**src/hah_pkg.sv**
```systemverilog
// Shared constants and types of the hot-address histogram.
package hah_pkg;

  localparam int SLOTS_DEF       = 4096;
  localparam int PROBE_LIMIT_DEF = 8;

  localparam int ADDR_W     = 64;
  localparam int COUNT_W    = 32;
  localparam int RC_W       = 6;
  localparam int OUT_DATA_W = ADDR_W + COUNT_W;

  localparam logic [RC_W-1:0]    REPORT_RESET = 6'd25;
  localparam logic [COUNT_W-1:0] COUNT_MAX    = '1;

  localparam logic REQ_RECORD = 1'b0;
  localparam logic REQ_DUMP   = 1'b1;

  typedef struct packed {
    logic [ADDR_W-1:0]  addr;
    logic [COUNT_W-1:0] count;
  } slot_entry_t;

  localparam int ENTRY_W = $bits(slot_entry_t);

  typedef struct packed {
    logic               found;
    logic [ADDR_W-1:0]  hot_address;
    logic [COUNT_W-1:0] hit_count;
    logic               last;
  } result_t;

endpackage

```
**src/hah_ctrl.sv**
```systemverilog
// Sequencer: clearing pass, record probing and top-k dump scans over the slot RAM.
module hah_ctrl #(
  parameter int SLOTS       = hah_pkg::SLOTS_DEF,
  parameter int PROBE_LIMIT = hah_pkg::PROBE_LIMIT_DEF
) (
  input  logic                        clk,
  input  logic                        rst,
  input  logic                        in_valid,
  output logic                        in_ready,
  input  logic                        in_req_type,
  input  logic [hah_pkg::ADDR_W-1:0]  in_address,
  input  logic [hah_pkg::RC_W-1:0]    report_count,
  input  logic                        res_free,
  output logic                        res_load,
  output hah_pkg::result_t            res,
  output logic                        mem_rd_en,
  output logic [$clog2(SLOTS)-1:0]    mem_rd_addr,
  input  hah_pkg::slot_entry_t        mem_rd_data,
  output logic                        mem_wr_en,
  output logic [$clog2(SLOTS)-1:0]    mem_wr_addr,
  output hah_pkg::slot_entry_t        mem_wr_data
);
  import hah_pkg::*;

  localparam int IDXW       = $clog2(SLOTS);
  localparam int KW         = $clog2(PROBE_LIMIT + 1);
  localparam bit POW2       = (SLOTS & (SLOTS - 1)) == 0;
  localparam int HASH_BITS  = 4;
  localparam int HASH_STEPS = ADDR_W / HASH_BITS;
  localparam int HCW        = $clog2(HASH_STEPS);

  localparam logic [IDXW-1:0] LAST_IDX = IDXW'(SLOTS - 1);
  localparam logic [IDXW:0]   SLOTS_V  = (IDXW + 1)'(SLOTS);
  localparam logic [KW-1:0]   K_NUM    = KW'(PROBE_LIMIT);
  localparam logic [KW-1:0]   K_LAST   = KW'(PROBE_LIMIT - 1);
  localparam logic [HCW-1:0]  H_LAST   = HCW'(HASH_STEPS - 1);

  localparam logic [2:0] ST_CLEAR = 3'd0;
  localparam logic [2:0] ST_IDLE  = 3'd1;
  localparam logic [2:0] ST_HASH  = 3'd2;
  localparam logic [2:0] ST_PROBE = 3'd3;
  localparam logic [2:0] ST_SCAN  = 3'd4;
  localparam logic [2:0] ST_EMIT  = 3'd5;

  logic [2:0]         state;
  logic [IDXW-1:0]    clr_idx;
  logic [ADDR_W-1:0]  req_addr;
  logic [IDXW-1:0]    home;
  logic [IDXW-1:0]    probe_idx;
  logic [KW-1:0]      issue_k;
  slot_entry_t        home_entry;
  logic [IDXW-1:0]    hash_rem;
  logic [ADDR_W-1:0]  hash_sh;
  logic [HCW-1:0]     hash_cnt;
  logic [RC_W-1:0]    limit;
  logic [RC_W-1:0]    n_found;
  logic [IDXW-1:0]    scan_idx;
  logic               scan_issued;
  logic [IDXW-1:0]    best_idx;
  logic [ADDR_W-1:0]  best_addr;
  logic [COUNT_W-1:0] best_count;
  logic               rd_valid;
  logic [IDXW-1:0]    rd_idx;
  logic [KW-1:0]      rd_k;

  slot_entry_t        e;
  slot_entry_t        home_now;
  logic               probe_hit;
  logic               probe_end;
  logic               scan_take;
  logic [IDXW-1:0]    cand_idx;
  logic [ADDR_W-1:0]  cand_addr;
  logic [COUNT_W-1:0] cand_count;
  logic               is_last_emit;
  logic [IDXW-1:0]    rem_v;
  logic [IDXW:0]      rem_t;

  function automatic logic [COUNT_W-1:0] sat_inc(input logic [COUNT_W-1:0] c);
    return (c == COUNT_MAX) ? c : c + 1'b1;
  endfunction

  function automatic logic [IDXW-1:0] idx_inc(input logic [IDXW-1:0] i);
    return (i == LAST_IDX) ? '0 : i + 1'b1;
  endfunction

  assign in_ready = (state == ST_IDLE);

  always_comb begin
    e            = mem_rd_data;
    probe_hit    = (e.count == '0) || (e.addr == req_addr);
    probe_end    = (rd_k == K_LAST);
    home_now     = (rd_k == '0) ? e : home_entry;
    scan_take    = e.count > best_count;
    cand_idx     = scan_take ? rd_idx  : best_idx;
    cand_addr    = scan_take ? e.addr  : best_addr;
    cand_count   = scan_take ? e.count : best_count;
    is_last_emit = (n_found == limit - 1'b1);

    // Residue of (address >> 2) by the slot count, HASH_BITS bits per cycle, MSB first.
    rem_v = hash_rem;
    rem_t = '0;
    for (int i = 0; i < HASH_BITS; i++) begin
      rem_t = {rem_v, hash_sh[ADDR_W-1-i]};
      if (rem_t >= SLOTS_V) begin
        rem_t = rem_t - SLOTS_V;
      end
      rem_v = rem_t[IDXW-1:0];
    end

    mem_rd_en   = 1'b0;
    mem_rd_addr = probe_idx;
    mem_wr_en   = 1'b0;
    mem_wr_addr = clr_idx;
    mem_wr_data = '0;

    unique case (state)
      ST_CLEAR: begin
        mem_wr_en = 1'b1;
      end
      ST_PROBE: begin
        mem_rd_en = (issue_k != K_NUM) && !(rd_valid && (probe_hit || probe_end));
        if (rd_valid) begin
          if (probe_hit) begin
            mem_wr_en   = 1'b1;
            mem_wr_addr = rd_idx;
            mem_wr_data = '{addr: req_addr, count: sat_inc(e.count)};
          end else if (probe_end) begin
            // Every probe failed: bump the home slot and keep its address.
            mem_wr_en   = 1'b1;
            mem_wr_addr = home;
            mem_wr_data = '{addr: home_now.addr, count: sat_inc(home_now.count)};
          end
        end
      end
      ST_SCAN: begin
        mem_rd_en   = !scan_issued;
        mem_rd_addr = scan_idx;
      end
      ST_EMIT: begin
        if (res_free && (best_count != '0)) begin
          mem_wr_en   = 1'b1;
          mem_wr_addr = best_idx;
          mem_wr_data = '{addr: best_addr, count: '0};
        end
      end
      default: begin
      end
    endcase

    res_load = (state == ST_EMIT) && res_free;
    if (best_count == '0) begin
      res = '{found: 1'b0, hot_address: '0, hit_count: '0, last: 1'b1};
    end else begin
      res = '{found: 1'b1, hot_address: best_addr, hit_count: best_count,
              last: is_last_emit};
    end
  end

  always_ff @(posedge clk) begin
    rd_idx <= mem_rd_addr;
    rd_k   <= issue_k;
    if (rst) begin
      state       <= ST_CLEAR;
      clr_idx     <= '0;
      rd_valid    <= 1'b0;
      issue_k     <= '0;
      hash_cnt    <= '0;
      n_found     <= '0;
      limit       <= '0;
      scan_idx    <= '0;
      scan_issued <= 1'b0;
      best_count  <= '0;
    end else begin
      rd_valid <= mem_rd_en;
      unique case (state)
        ST_CLEAR: begin
          clr_idx <= clr_idx + 1'b1;
          if (clr_idx == LAST_IDX) begin
            state <= ST_IDLE;
          end
        end
        ST_IDLE: begin
          if (in_valid) begin
            if (in_req_type == REQ_DUMP) begin
              limit       <= (report_count == '0) ? RC_W'(1) : report_count;
              n_found     <= '0;
              scan_idx    <= '0;
              scan_issued <= 1'b0;
              best_idx    <= '0;
              best_count  <= '0;
              state       <= ST_SCAN;
            end else begin
              req_addr <= in_address;
              issue_k  <= '0;
              if (POW2) begin
                home      <= in_address[2 +: IDXW];
                probe_idx <= in_address[2 +: IDXW];
                state     <= ST_PROBE;
              end else begin
                hash_rem <= '0;
                hash_sh  <= {2'b00, in_address[ADDR_W-1:2]};
                hash_cnt <= '0;
                state    <= ST_HASH;
              end
            end
          end
        end
        ST_HASH: begin
          hash_rem <= rem_v;
          hash_sh  <= {hash_sh[ADDR_W-HASH_BITS-1:0], {HASH_BITS{1'b0}}};
          hash_cnt <= hash_cnt + 1'b1;
          if (hash_cnt == H_LAST) begin
            home      <= rem_v;
            probe_idx <= rem_v;
            state     <= ST_PROBE;
          end
        end
        ST_PROBE: begin
          if (mem_rd_en) begin
            probe_idx <= idx_inc(probe_idx);
            issue_k   <= issue_k + 1'b1;
          end
          if (rd_valid && (rd_k == '0)) begin
            home_entry <= e;
          end
          if (rd_valid && (probe_hit || probe_end)) begin
            state <= ST_IDLE;
          end
        end
        ST_SCAN: begin
          if (mem_rd_en) begin
            scan_idx <= idx_inc(scan_idx);
            if (scan_idx == LAST_IDX) begin
              scan_issued <= 1'b1;
            end
          end
          if (rd_valid) begin
            best_idx   <= cand_idx;
            best_addr  <= cand_addr;
            best_count <= cand_count;
            if (rd_idx == LAST_IDX) begin
              state <= ST_EMIT;
            end
          end
        end
        ST_EMIT: begin
          if (res_free) begin
            if ((best_count == '0) || is_last_emit) begin
              state <= ST_IDLE;
            end else begin
              n_found     <= n_found + 1'b1;
              scan_idx    <= '0;
              scan_issued <= 1'b0;
              best_idx    <= '0;
              best_count  <= '0;
              state       <= ST_SCAN;
            end
          end
        end
        default: begin
          state <= ST_IDLE;
        end
      endcase
    end
  end

endmodule

```
**config.mk**
```make
export PLATFORM = sky130hd
export DESIGN_NAME = hah_ctrl
export DESIGN_NICKNAME = d
export VERILOG_FILES = /design/src/hah_pkg.sv /design/src/hah_ctrl.sv
export SDC_FILE = /design/constraint.sdc
export NUM_CORES = 1
export LEC_CHECK = 0
export ABC_CLOCK_PERIOD_IN_PS = 15130
export BUFFER_PORTS_ARGS = -buffer_cell sky130_fd_sc_hd__buf_4
export CORE_MARGIN = 4
export CORE_UTILIZATION = 55
export DETAILED_ROUTE_END_ITERATION = 8
export GPL_TIMING_DRIVEN = 0
export PLACE_DENSITY = 0.84
export SLEW_MARGIN = 20
export SYNTH_ARGS = -nofsm -noshare
export SYNTH_HDL_FRONTEND = slang
export SYNTH_SLANG_ARGS = --single-unit
```
**constraint.sdc**
```tcl
create_clock -name clk -period 15.13 [get_ports clk]
set_input_delay 2.2695 -clock clk [delete_from_list [all_inputs] [get_ports clk]]
set_output_delay 2.2695 -clock clk [all_outputs]
set_load 0.005 [all_outputs]
```
# [After elaboration in Yosys (flattened, before gate mapping)]
# Index checks and enable logic that the tools add are counted.
# W data, S select, Z words.
[op_classes] bitwise_logic=2 eq_ne=30 mul=0 mux=76 n_shift=0 n_reduce_logical=35 n_lt_le_gt_ge=5 addsub=13 div=0
[op_table] cell="$mux W96" count=5
[op_table] cell="$mux W12" count=22
[op_table] cell="$mux W32" count=8
[op_table] cell="$pmux W96 S2" count=1
[op_table] cell="$pmux W12 S3" count=3
[op_table] cell="$mux W98" count=1
[op_table] cell="$pmux W32 S3" count=1
[op_table] cell="$add A32 B1 Y32 const B" count=2
[op_table] cell="$eq A32 B32 Y1 const B" count=2
[op_table] cell="$eq A64 B64 Y1" count=1
[op_table] cell="$logic_not A32 Y1" count=2
[op_table] cell="$ge A13 B13 Y1 const B" count=4
[op_table] cell="$eq A12 B12 Y1 const B" count=4
[op_table] cell="$pmux W12 S2" count=2
[op_table] cell="$sub A12 B1 Y12 const B" count=4
[op_table] cell="$add A12 B1 Y12 const B" count=3
[op_table] cell="$gt A32 B32 Y1" count=1
[op_table] cell="$reduce_bool A32 Y1" count=1
[op_table] cell="$mux W6" count=5
[op_table] cell="$mux W3" count=9
[op_table] cell="$ne A2 B2 Y1 const B" count=13
[op_table] cell="$reduce_and A7 Y1" count=3
[op_table] cell="$pmux W3 S6" count=1
[op_table] cell="$mux W4" count=3
[op_table] cell="31 further kinds" count=60
[word_totals] regBits=369 ram_bits=0 elab_cells=181 latch_bits=0 romBits=0 input_bits=171 memories=0

# [Logic depth before layout (Yosys ltp)]
# Gate-level depths: netlist of run 1.
[logic_depth] depth_word=10 mapped_depth=15

# [Worst setup path before layout of run 1]
# Ideal clock, no wire load.
[synth_path] path_type="input to register" start="input port rst" end="register home_entry[0] in the netlist's numbering, enable pin" arrival_ns=9.361 cell_stages=4 n_path_buf=3 setup_slack_ns=5.101 path_cell_list="clkbuf_1 -> clkbuf_1 -> clkbuf_1 -> nor3_1"
[synth_between] elab_chain_len=2
[synth_lines] item="start, declared" line_no="hah_ctrl.sv:7" text="input logic rst,"
[synth_lines] item="$not A1 Y1 (no source line)"
[synth_lines] item="$reduce_and A3 Y1 (no source line)"
[synth_lines] item="end signal, assigned" line_no="hah_ctrl.sv:224" text="home_entry <= e;"
[synth_lines] item="end, declared" line_no="hah_ctrl.sv:51" text="slot_entry_t home_entry;"
# Every way passes these cells.
# A chain may end at the register's enable or synchronous reset.

==> flow_summary.json, run 1 <==
{
  "preCtsSetupSlack_ns": 6.87,
  "clk_pin_slew_ns": 0.05,
  "yosysUniqueCellTypes": 70,
  "wirelength_um": 67100,
  "dp_cells": 2786,
  "final.setup.tns_ns": 0,
  "die_x_um": 194,
  "ys_seq_area_share_pct": 51.0,
  "cts_buffer_depth": 3,
  "first_global_vias": 16572,
  "fin_hold_ws_ns": 0.389,
  "syn_nets": 2137,
  "setup_violations": 0,
  "hold_viol": 0,
  "fin_skew_ns": 0.0225,
  "grt_pass1_wl_um": 99400,
  "worst_pin_slew_ns": 1.10,
  "num_vias": 17378,
  "max_freq_ghz": 0.119,
  "critPathArrivalTime_ns": 6.12,
  "post-cts-setup-buffers": 0,
  "p_clk_share_pct": 40.6,
  "hold_path.class": "reg2reg",
  "rsz0062_at_grt": "false",
  "yosysTopAreaCellShare_pct": 40.8,
  "drcViolationCount": 0,
  "clk_latency_ns": 0.54,
  "synth_area_um2": 19100,
  "end_kind": "output pin",
  "path_class": "in2out",
  "drv_cap": 0,
  "ys.flop_type": "edfxtp_1",
  "cts_made_buffers": 38,
  "placement_rows": 68,
  "grt-ovfl-total": 0,
  "cts_hold_buffers": 0,
  "cts_tree": "yes",
  "ys_seq_elements": 357,
  "wire_per_inst_um": 23.5,
  "p_sw_share_pct": 24.0,
  "cts_root_buf": "clkbuf_16",
  "slew_violations": 0,
  "period_share_pct": 55.5,
  "hold_depth": 0,
  "core_area_um2": 34500,
  "die_area_um2": 37800,
  "combPwrFrac_pct": 10.0,
  "area_growth_pct": 25.8,
  "drive_above_1_share_pct": 20.7,
  "p_int_uw": 1660,
  "min_period_ns": 8.39,
  "place_hpwl_um": 51900,
  "cts_sinks": 357,
  "grt_util_all_layers_pct": 33.6,
  "switchingPower_uw": 526,
  "peakVddDrop_mv": 0.104,
  "status": "finished, final reports clean",
  "dr.pass1.iters": 6,
  "cp.required_ns": 12.86,
  "post-synth-top-count-cell": "edfxtp_1",
  "leakagePower_uw": 0.00964,
  "slew_headroom_pct": 25.7,
  "cts_max_level": 2,
  "yosysWarnings": 0,
  "ant_nets": 0,
  "start_util_pct": 55.5,
  "finalPower_uw": 2190,
  "synth-edff-count": 260,
  "layout.cells.non_filler": 2859,
  "critPathLaunchType": "input port",
  "seqPwrFrac_pct": 49.4,
  "drtIter0Drc": 1879,
  "reg2regPathDepth": 10,
  "cts_resized": 0,
  "yosys-top-cells-area": "edfxtp_1 (41%), dfxtp_1 (10%), xor2_1 (5.3%)",
  "syn_avg_cell_area_um2": 9.94,
  "grt_start_max_net_pins": 38,
  "setup_slack_ns": 6.74,
  "ios": 393,
  "syn_inst": 1923,
  "critPathMaxFanout": 10,
  "portBuffers": 391,
  "powerDensity_nw_per_um2": 90.9,
  "yosys-top-cells-count": "edfxtp_1 (260), nor2_1 (230), nand2_1 (207), clkbuf_1 (129), xor2_1 (116)",
  "synth-async-reset-ratio_pct": 0,
  "grt_antenna_before_repair": 7,
  "die_h_um": 194,
  "nNetsFinal": 2585,
  "yosysTopAreaCell": "edfxtp_1",
  "place.gp.congestion": 1.00,
  "viasPerCell": 6.08
}
-- final timing paths --
path                         from         endpoint  slack, ns
setup / recovery  mem_rd_data[35]  mem_wr_data[30]       6.74
hold / removal         issue_k[3]          rd_k[3]       0.39
setup reg to reg   best_count[31]    best_addr[53]      10.47
hold reg to reg        issue_k[3]          rd_k[3]       0.39
-- final cells by class --
cell class	instances	area, um^2
Buffer	144	549
Clock inverter	15	110
Antenna cell	6	15.0
Fill cell	2542	10400
Timing Repair Buffer	408	3140
Multi-Input combinational cell	1372	8680
Sequential cell	357	9750
Tap cell	455	569
Clock buffer	52	1050
Inverter	50	188
-- state kept, by name, indices dropped and copies added, names as in the netlist --
| register | cells |
|---|---|
| probe_idx | 12 |
| best_idx | 12 |
| best_addr | 64 |
| home | 12 |
| req_addr | 64 |
| best_count | 32 |
| rd_k | 4 |
| scan_idx | 12 |
| issue_k | 4 |
| rd_idx | 12 |
| home_entry | 96 |
| clr_idx | 12 |
| n_found | 6 |
| rd_valid | 1 |
| state | 3 |
| limit | 6 |
| hash_cnt | 4 |
| scan_issued | 1 |
-- cells in the final DEF, fill, tap and decap left out, drive strengths merged, types with 48 or more instances in the layout --
master | Yosys | final
clkbuf | 129 | 181
edfxtp | 260 | 260
o21ai | 101 | 101
nand4 | 50 | 50
nand3 | 48 | 48
buf | 15 | 423
inv | 50 | 52
dfxtp | 97 | 97
nand2 | 207 | 207
xor2 | 116 | 116
mux2i | 85 | 85
and2 | 67 | 67
nor2 | 231 | 231
-- worst max-delay path: stages --
cell and delay [ns]:
buf_4 0.13, xor2_1 0.17, nor4_1 0.38, nand4_1 0.30
nor4_4 0.86, nor2_1 0.45, nand3_1 0.47, clkbuf_1 0.54
o22ai_1 0.30, buf_4 0.23
-- power by group through the flow --
| stage | Clock [uW] | Combinational, uW | Sequential (uW) |
|---|---|---|---|
| after floorplan | 0 | 106 | 1100 |
| after global placement | 0 | 206 | 1100 |
| after detailed placement | 0 | 213 | 1100 |
| after CTS | 891 | 215 | 1080 |
| after global routing | 936 | 237 | 1080 |
| final | 888 | 220 | 1080 |
-- routing by layer --
layer  track usage, %  vias to the layer above  routed length, um
li1                 -                     7795                  -
met1             45.5                     8260              25800
met2             53.3                     1126              30600
met3             6.81                      195               7420
met4             13.9                        2               3230
met5                0                        -                  7
-- cell families after synthesis --
logic type	synth area share (%)
AOI/OAI and AO/OA	10.8
xor gates and xnor gates	7.17
adders and majority gates	2.81
buffers and inverters	3.83
DFF	51.0
muxes	4.74
and+or+nand+nor	19.6
-- through the flow --
step	utilization, %	area (um^2)
after detailed placement	66.4	22900
after global placement	65.7	22600
after global routing	69.8	24100
final	69.8	24100
after floorplan	-	19100
after CTS	69.7	24000
No activity file was read; power rests on OpenSTA's default activity.
==> run 2, diff against run 1 <==
- ABC_AREA: default -> 1
- ABC_CLOCK_PERIOD_IN_PS: 15130 -> 8010
- PLACE_DENSITY: 0.84 -> 0.83
- clock period: 15.13 -> 8.01 ns (I/O delays scaled with it)
==> flow_summary.json, run 2 <==
{
  "status": "finished, final reports clean",
  "yosysWarnings": 0,
  "cts_resized": 0,
  "start_util_pct": 56.2,
  "nFillCells": 3093,
  "die_area_um2": 42000,
  "wirelength_um": 81600,
  "place.gp.congestion": 1.01,
  "syn_inst": 2826,
  "synth-async-reset-ratio_pct": 0,
  "reg_top3": "home_entry: 96 flops, best_addr: 64 flops, req_addr: 64 flops",
  "grt_antenna_before_repair": 3,
  "hold_viol": 0,
  "largest_register_ffs": 96,
  "cts_max_level": 2,
  "synth-simple-area-share_pct": 26.5,
  "reg2reg_slack_ns": 4.81,
  "area_growth_pct": 24.5,
  "viasPerCell": 5.75,
  "min_period_ns": 5.66,
  "synthAdderAreaFrac_pct": 2.52,
  "critPathLaunch": "mem_rd_data[0]",
  "dp_cells": 3748,
  "path_class": "in2out",
  "yosys-top-cells-area": "edfxtp_1 (37%), nand2_1 (13%), dfxtp_1 (9.1%)",
  "drtIter0Drc": 2492,
  "setup_violations": 0,
  "yosysUniqueCellTypes": 55,
  "clk_pin_slew_ns": 0.06,
  "top_layer": "met4",
  "register_area_um2": 9750,
  "synth_top_family_by_area": "simple AND/OR/NAND/NOR gates",
  "final.setup.tns_ns": 0,
  "wl_met1_um": 31600,
  "place_hpwl_um": 63500,
  "critPathMaxFanout": 10,
  "portBuffers": 392,
  "post-synth-top-count-cell": "nand2_1",
  "grt_util_all_layers_pct": 37.5,
  "multi_input_area_um2": 9550,
  "synth-xor-area-share_pct": 2.46,
  "syn_nets": 3040,
  "cts_sinks": 357,
  "cts_root_buf": "clkbuf_16",
  "clk_latency_ns": 0.56,
  "syn_avg_cell_area_um2": 7.56,
  "synth-edff-count": 260,
  "yosysTopAreaCellShare_pct": 36.6,
  "dr_wl_met3_um": 8580,
  "muxShareOfSynthArea_pct": 0.375,
  "critPathLaunchType": "input port",
  "fin_skew_ns": 0.0149,
  "ys_seq_area_share_pct": 45.7,
  "max_freq_ghz": 0.177,
  "ant_nets": 0,
  "synth_area_um2": 21400,
  "slew_headroom_pct": 26.1,
  "regMostFlops": "home_entry",
  "drv_cap": 0,
  "drive_above_1_share_pct": 18.1,
  "grt_start_max_net_pins": 22,
  "r2r-start": "req_addr[47]",
  "post-cts-setup-buffers": 0,
  "layout.cells.non_filler": 3824,
  "num_vias": 21993,
  "worst_pin_slew_ns": 1.10,
  "min_from": "issue_k[0]",
  "drcViolationCount": 0,
  "die_h_um": 205,
  "yosys-top-cells-count": "nand2_1 (759), inv_1 (374), nor2_1 (324), edfxtp_1 (260), o21ai_0 (213)",
  "placement_rows": 71,
  "wire_per_inst_um": 21.3,
  "hold_path.class": "reg2reg",
  "finalPower_uw": 5760,
  "dr.pass1.iters": 7,
  "critPathArrivalTime_ns": 4.45,
  "utilization_pct": 69.9,
  "cts_tree": "yes",
  "wl_met2_um": 37600,
  "final_common_cell": "nand2_1",
  "grt-ovfl-total": 0,
  "leakagePower_uw": 0.0119,
  "powerDensity_nw_per_um2": 217,
  "ios": 393,
  "end_kind": "output pin",
  "cts_hold_buffers": 0,
  "cts_made_buffers": 40,
  "grt_pass1_wl_um": 122000,
  "rsz0062_at_grt": "false",
  "ys.flop_type": "edfxtp_1",
  "period_share_pct": 70.6,
  "yosysTopAreaCell": "edfxtp_1",
  "peakVddDrop_mv": 0.211,
  "cts_buffer_depth": 3,
  "ys_seq_elements": 357,
  "die_x_um": 205,
  "cp.required_ns": 6.81,
  "slew_violations": 0,
  "synth_compound_area_share_pct": 12.7,
  "core_area_um2": 38000,
  "final_cell_mix": "nand2_1 (759), buf_4 (398), inv_1 (374)",
  "first_global_vias": 21354,
  "nNetsFinal": 3493
}
==> run 2: cell types whose count changed in the layout (fill, tap and decap cells not counted), moves of 33 or more <==
cell,delta
inv_1,+324
nand2_1,+552
and2_1,-67
and3_1,-33
xor2_1,-68
o21ai_0,+113
nand3_1,+73
mux2i_1,-77
nor2_1,+96
nor4_1,-36
a21oi_1,+81
clkbuf_1,-33
==> run 2: final cells by class <==
| class | instances | share of cell area [%] |
|---|---|---|
| Multi-Input combinational cell | 1939 | 35.9 |
| Clock inverter | 22 | 0.847 |
| Clock buffer | 51 | 4.16 |
| Buffer | 139 | 2.33 |
| Sequential cell | 357 | 36.7 |
| Tap cell | 511 | 2.41 |
| Timing Repair Buffer | 411 | 12.1 |
| Inverter | 391 | 5.52 |
| Antenna cell | 3 | 0.0282 |
==> run 2: worst max-delay path, cell delays in order <==
cell	delay, ns
buf_4	0.13
inv_1	0.23
ha_1	0.28
nand2_1	0.07
nor2_1	0.09
nand4_1	0.16
nand2_1	0.16
nor2_2	0.35
clkinv_1	0.47
clkbuf_1	0.43
o21ai_0	0.41
nand2_1	0.09
o21ai_0	0.19
buf_4	0.19
==> run 2: path summary, 6_finish.rpt <==
path / endpoint / depth (start not counted)
worst max-delay path: mem_wr_data[94] / 14
worst min-delay path: rd_k[0] / 0
worst min register to register: rd_k[0] / 0
worst max register to register: probe_idx[1] / 15
==> run 2: per-stage QoR <==
stage / setup slack [ns] / cell area (um^2) / hold slack [ns]
6_report: 2.35 / 26600 / 0.410
4_1_cts: 2.50 / 26600 / 0.405
2_1_floorplan: 0.986 / 21400 / 0.368
3_3_place_gp: -2.39 / 24900 / 0.381
5_1_grt: 2.37 / 26600 / 0.417
3_5_place_dp: 2.52 / 25200 / 0.395
==> run 2: cell families (layout without fill, tap and decap cells) <==
family,count (synthesis),after routing
compound gates,475,475
flops,357,357
mux,8,8
buf+inv,530,1014
xor+xnor,60,60
fa+ha+maj,43,43
simple gates,1353,1353
other cells,0,3
==> run 2: report_power, final <==
part	internal, uW	switching, uW
Clock	1110	776
Combinational	538	1150
Sequential	2110	81.6
==> run 2: metal layers <==
metal | up-vias | global-route usage (%)
met1 | 10288 | 50.3
met5 | - | 0
met3 | 240 | 6.13
li1 | 10129 | -
met4 | 0 | 15.9
met2 | 1336 | 60.6
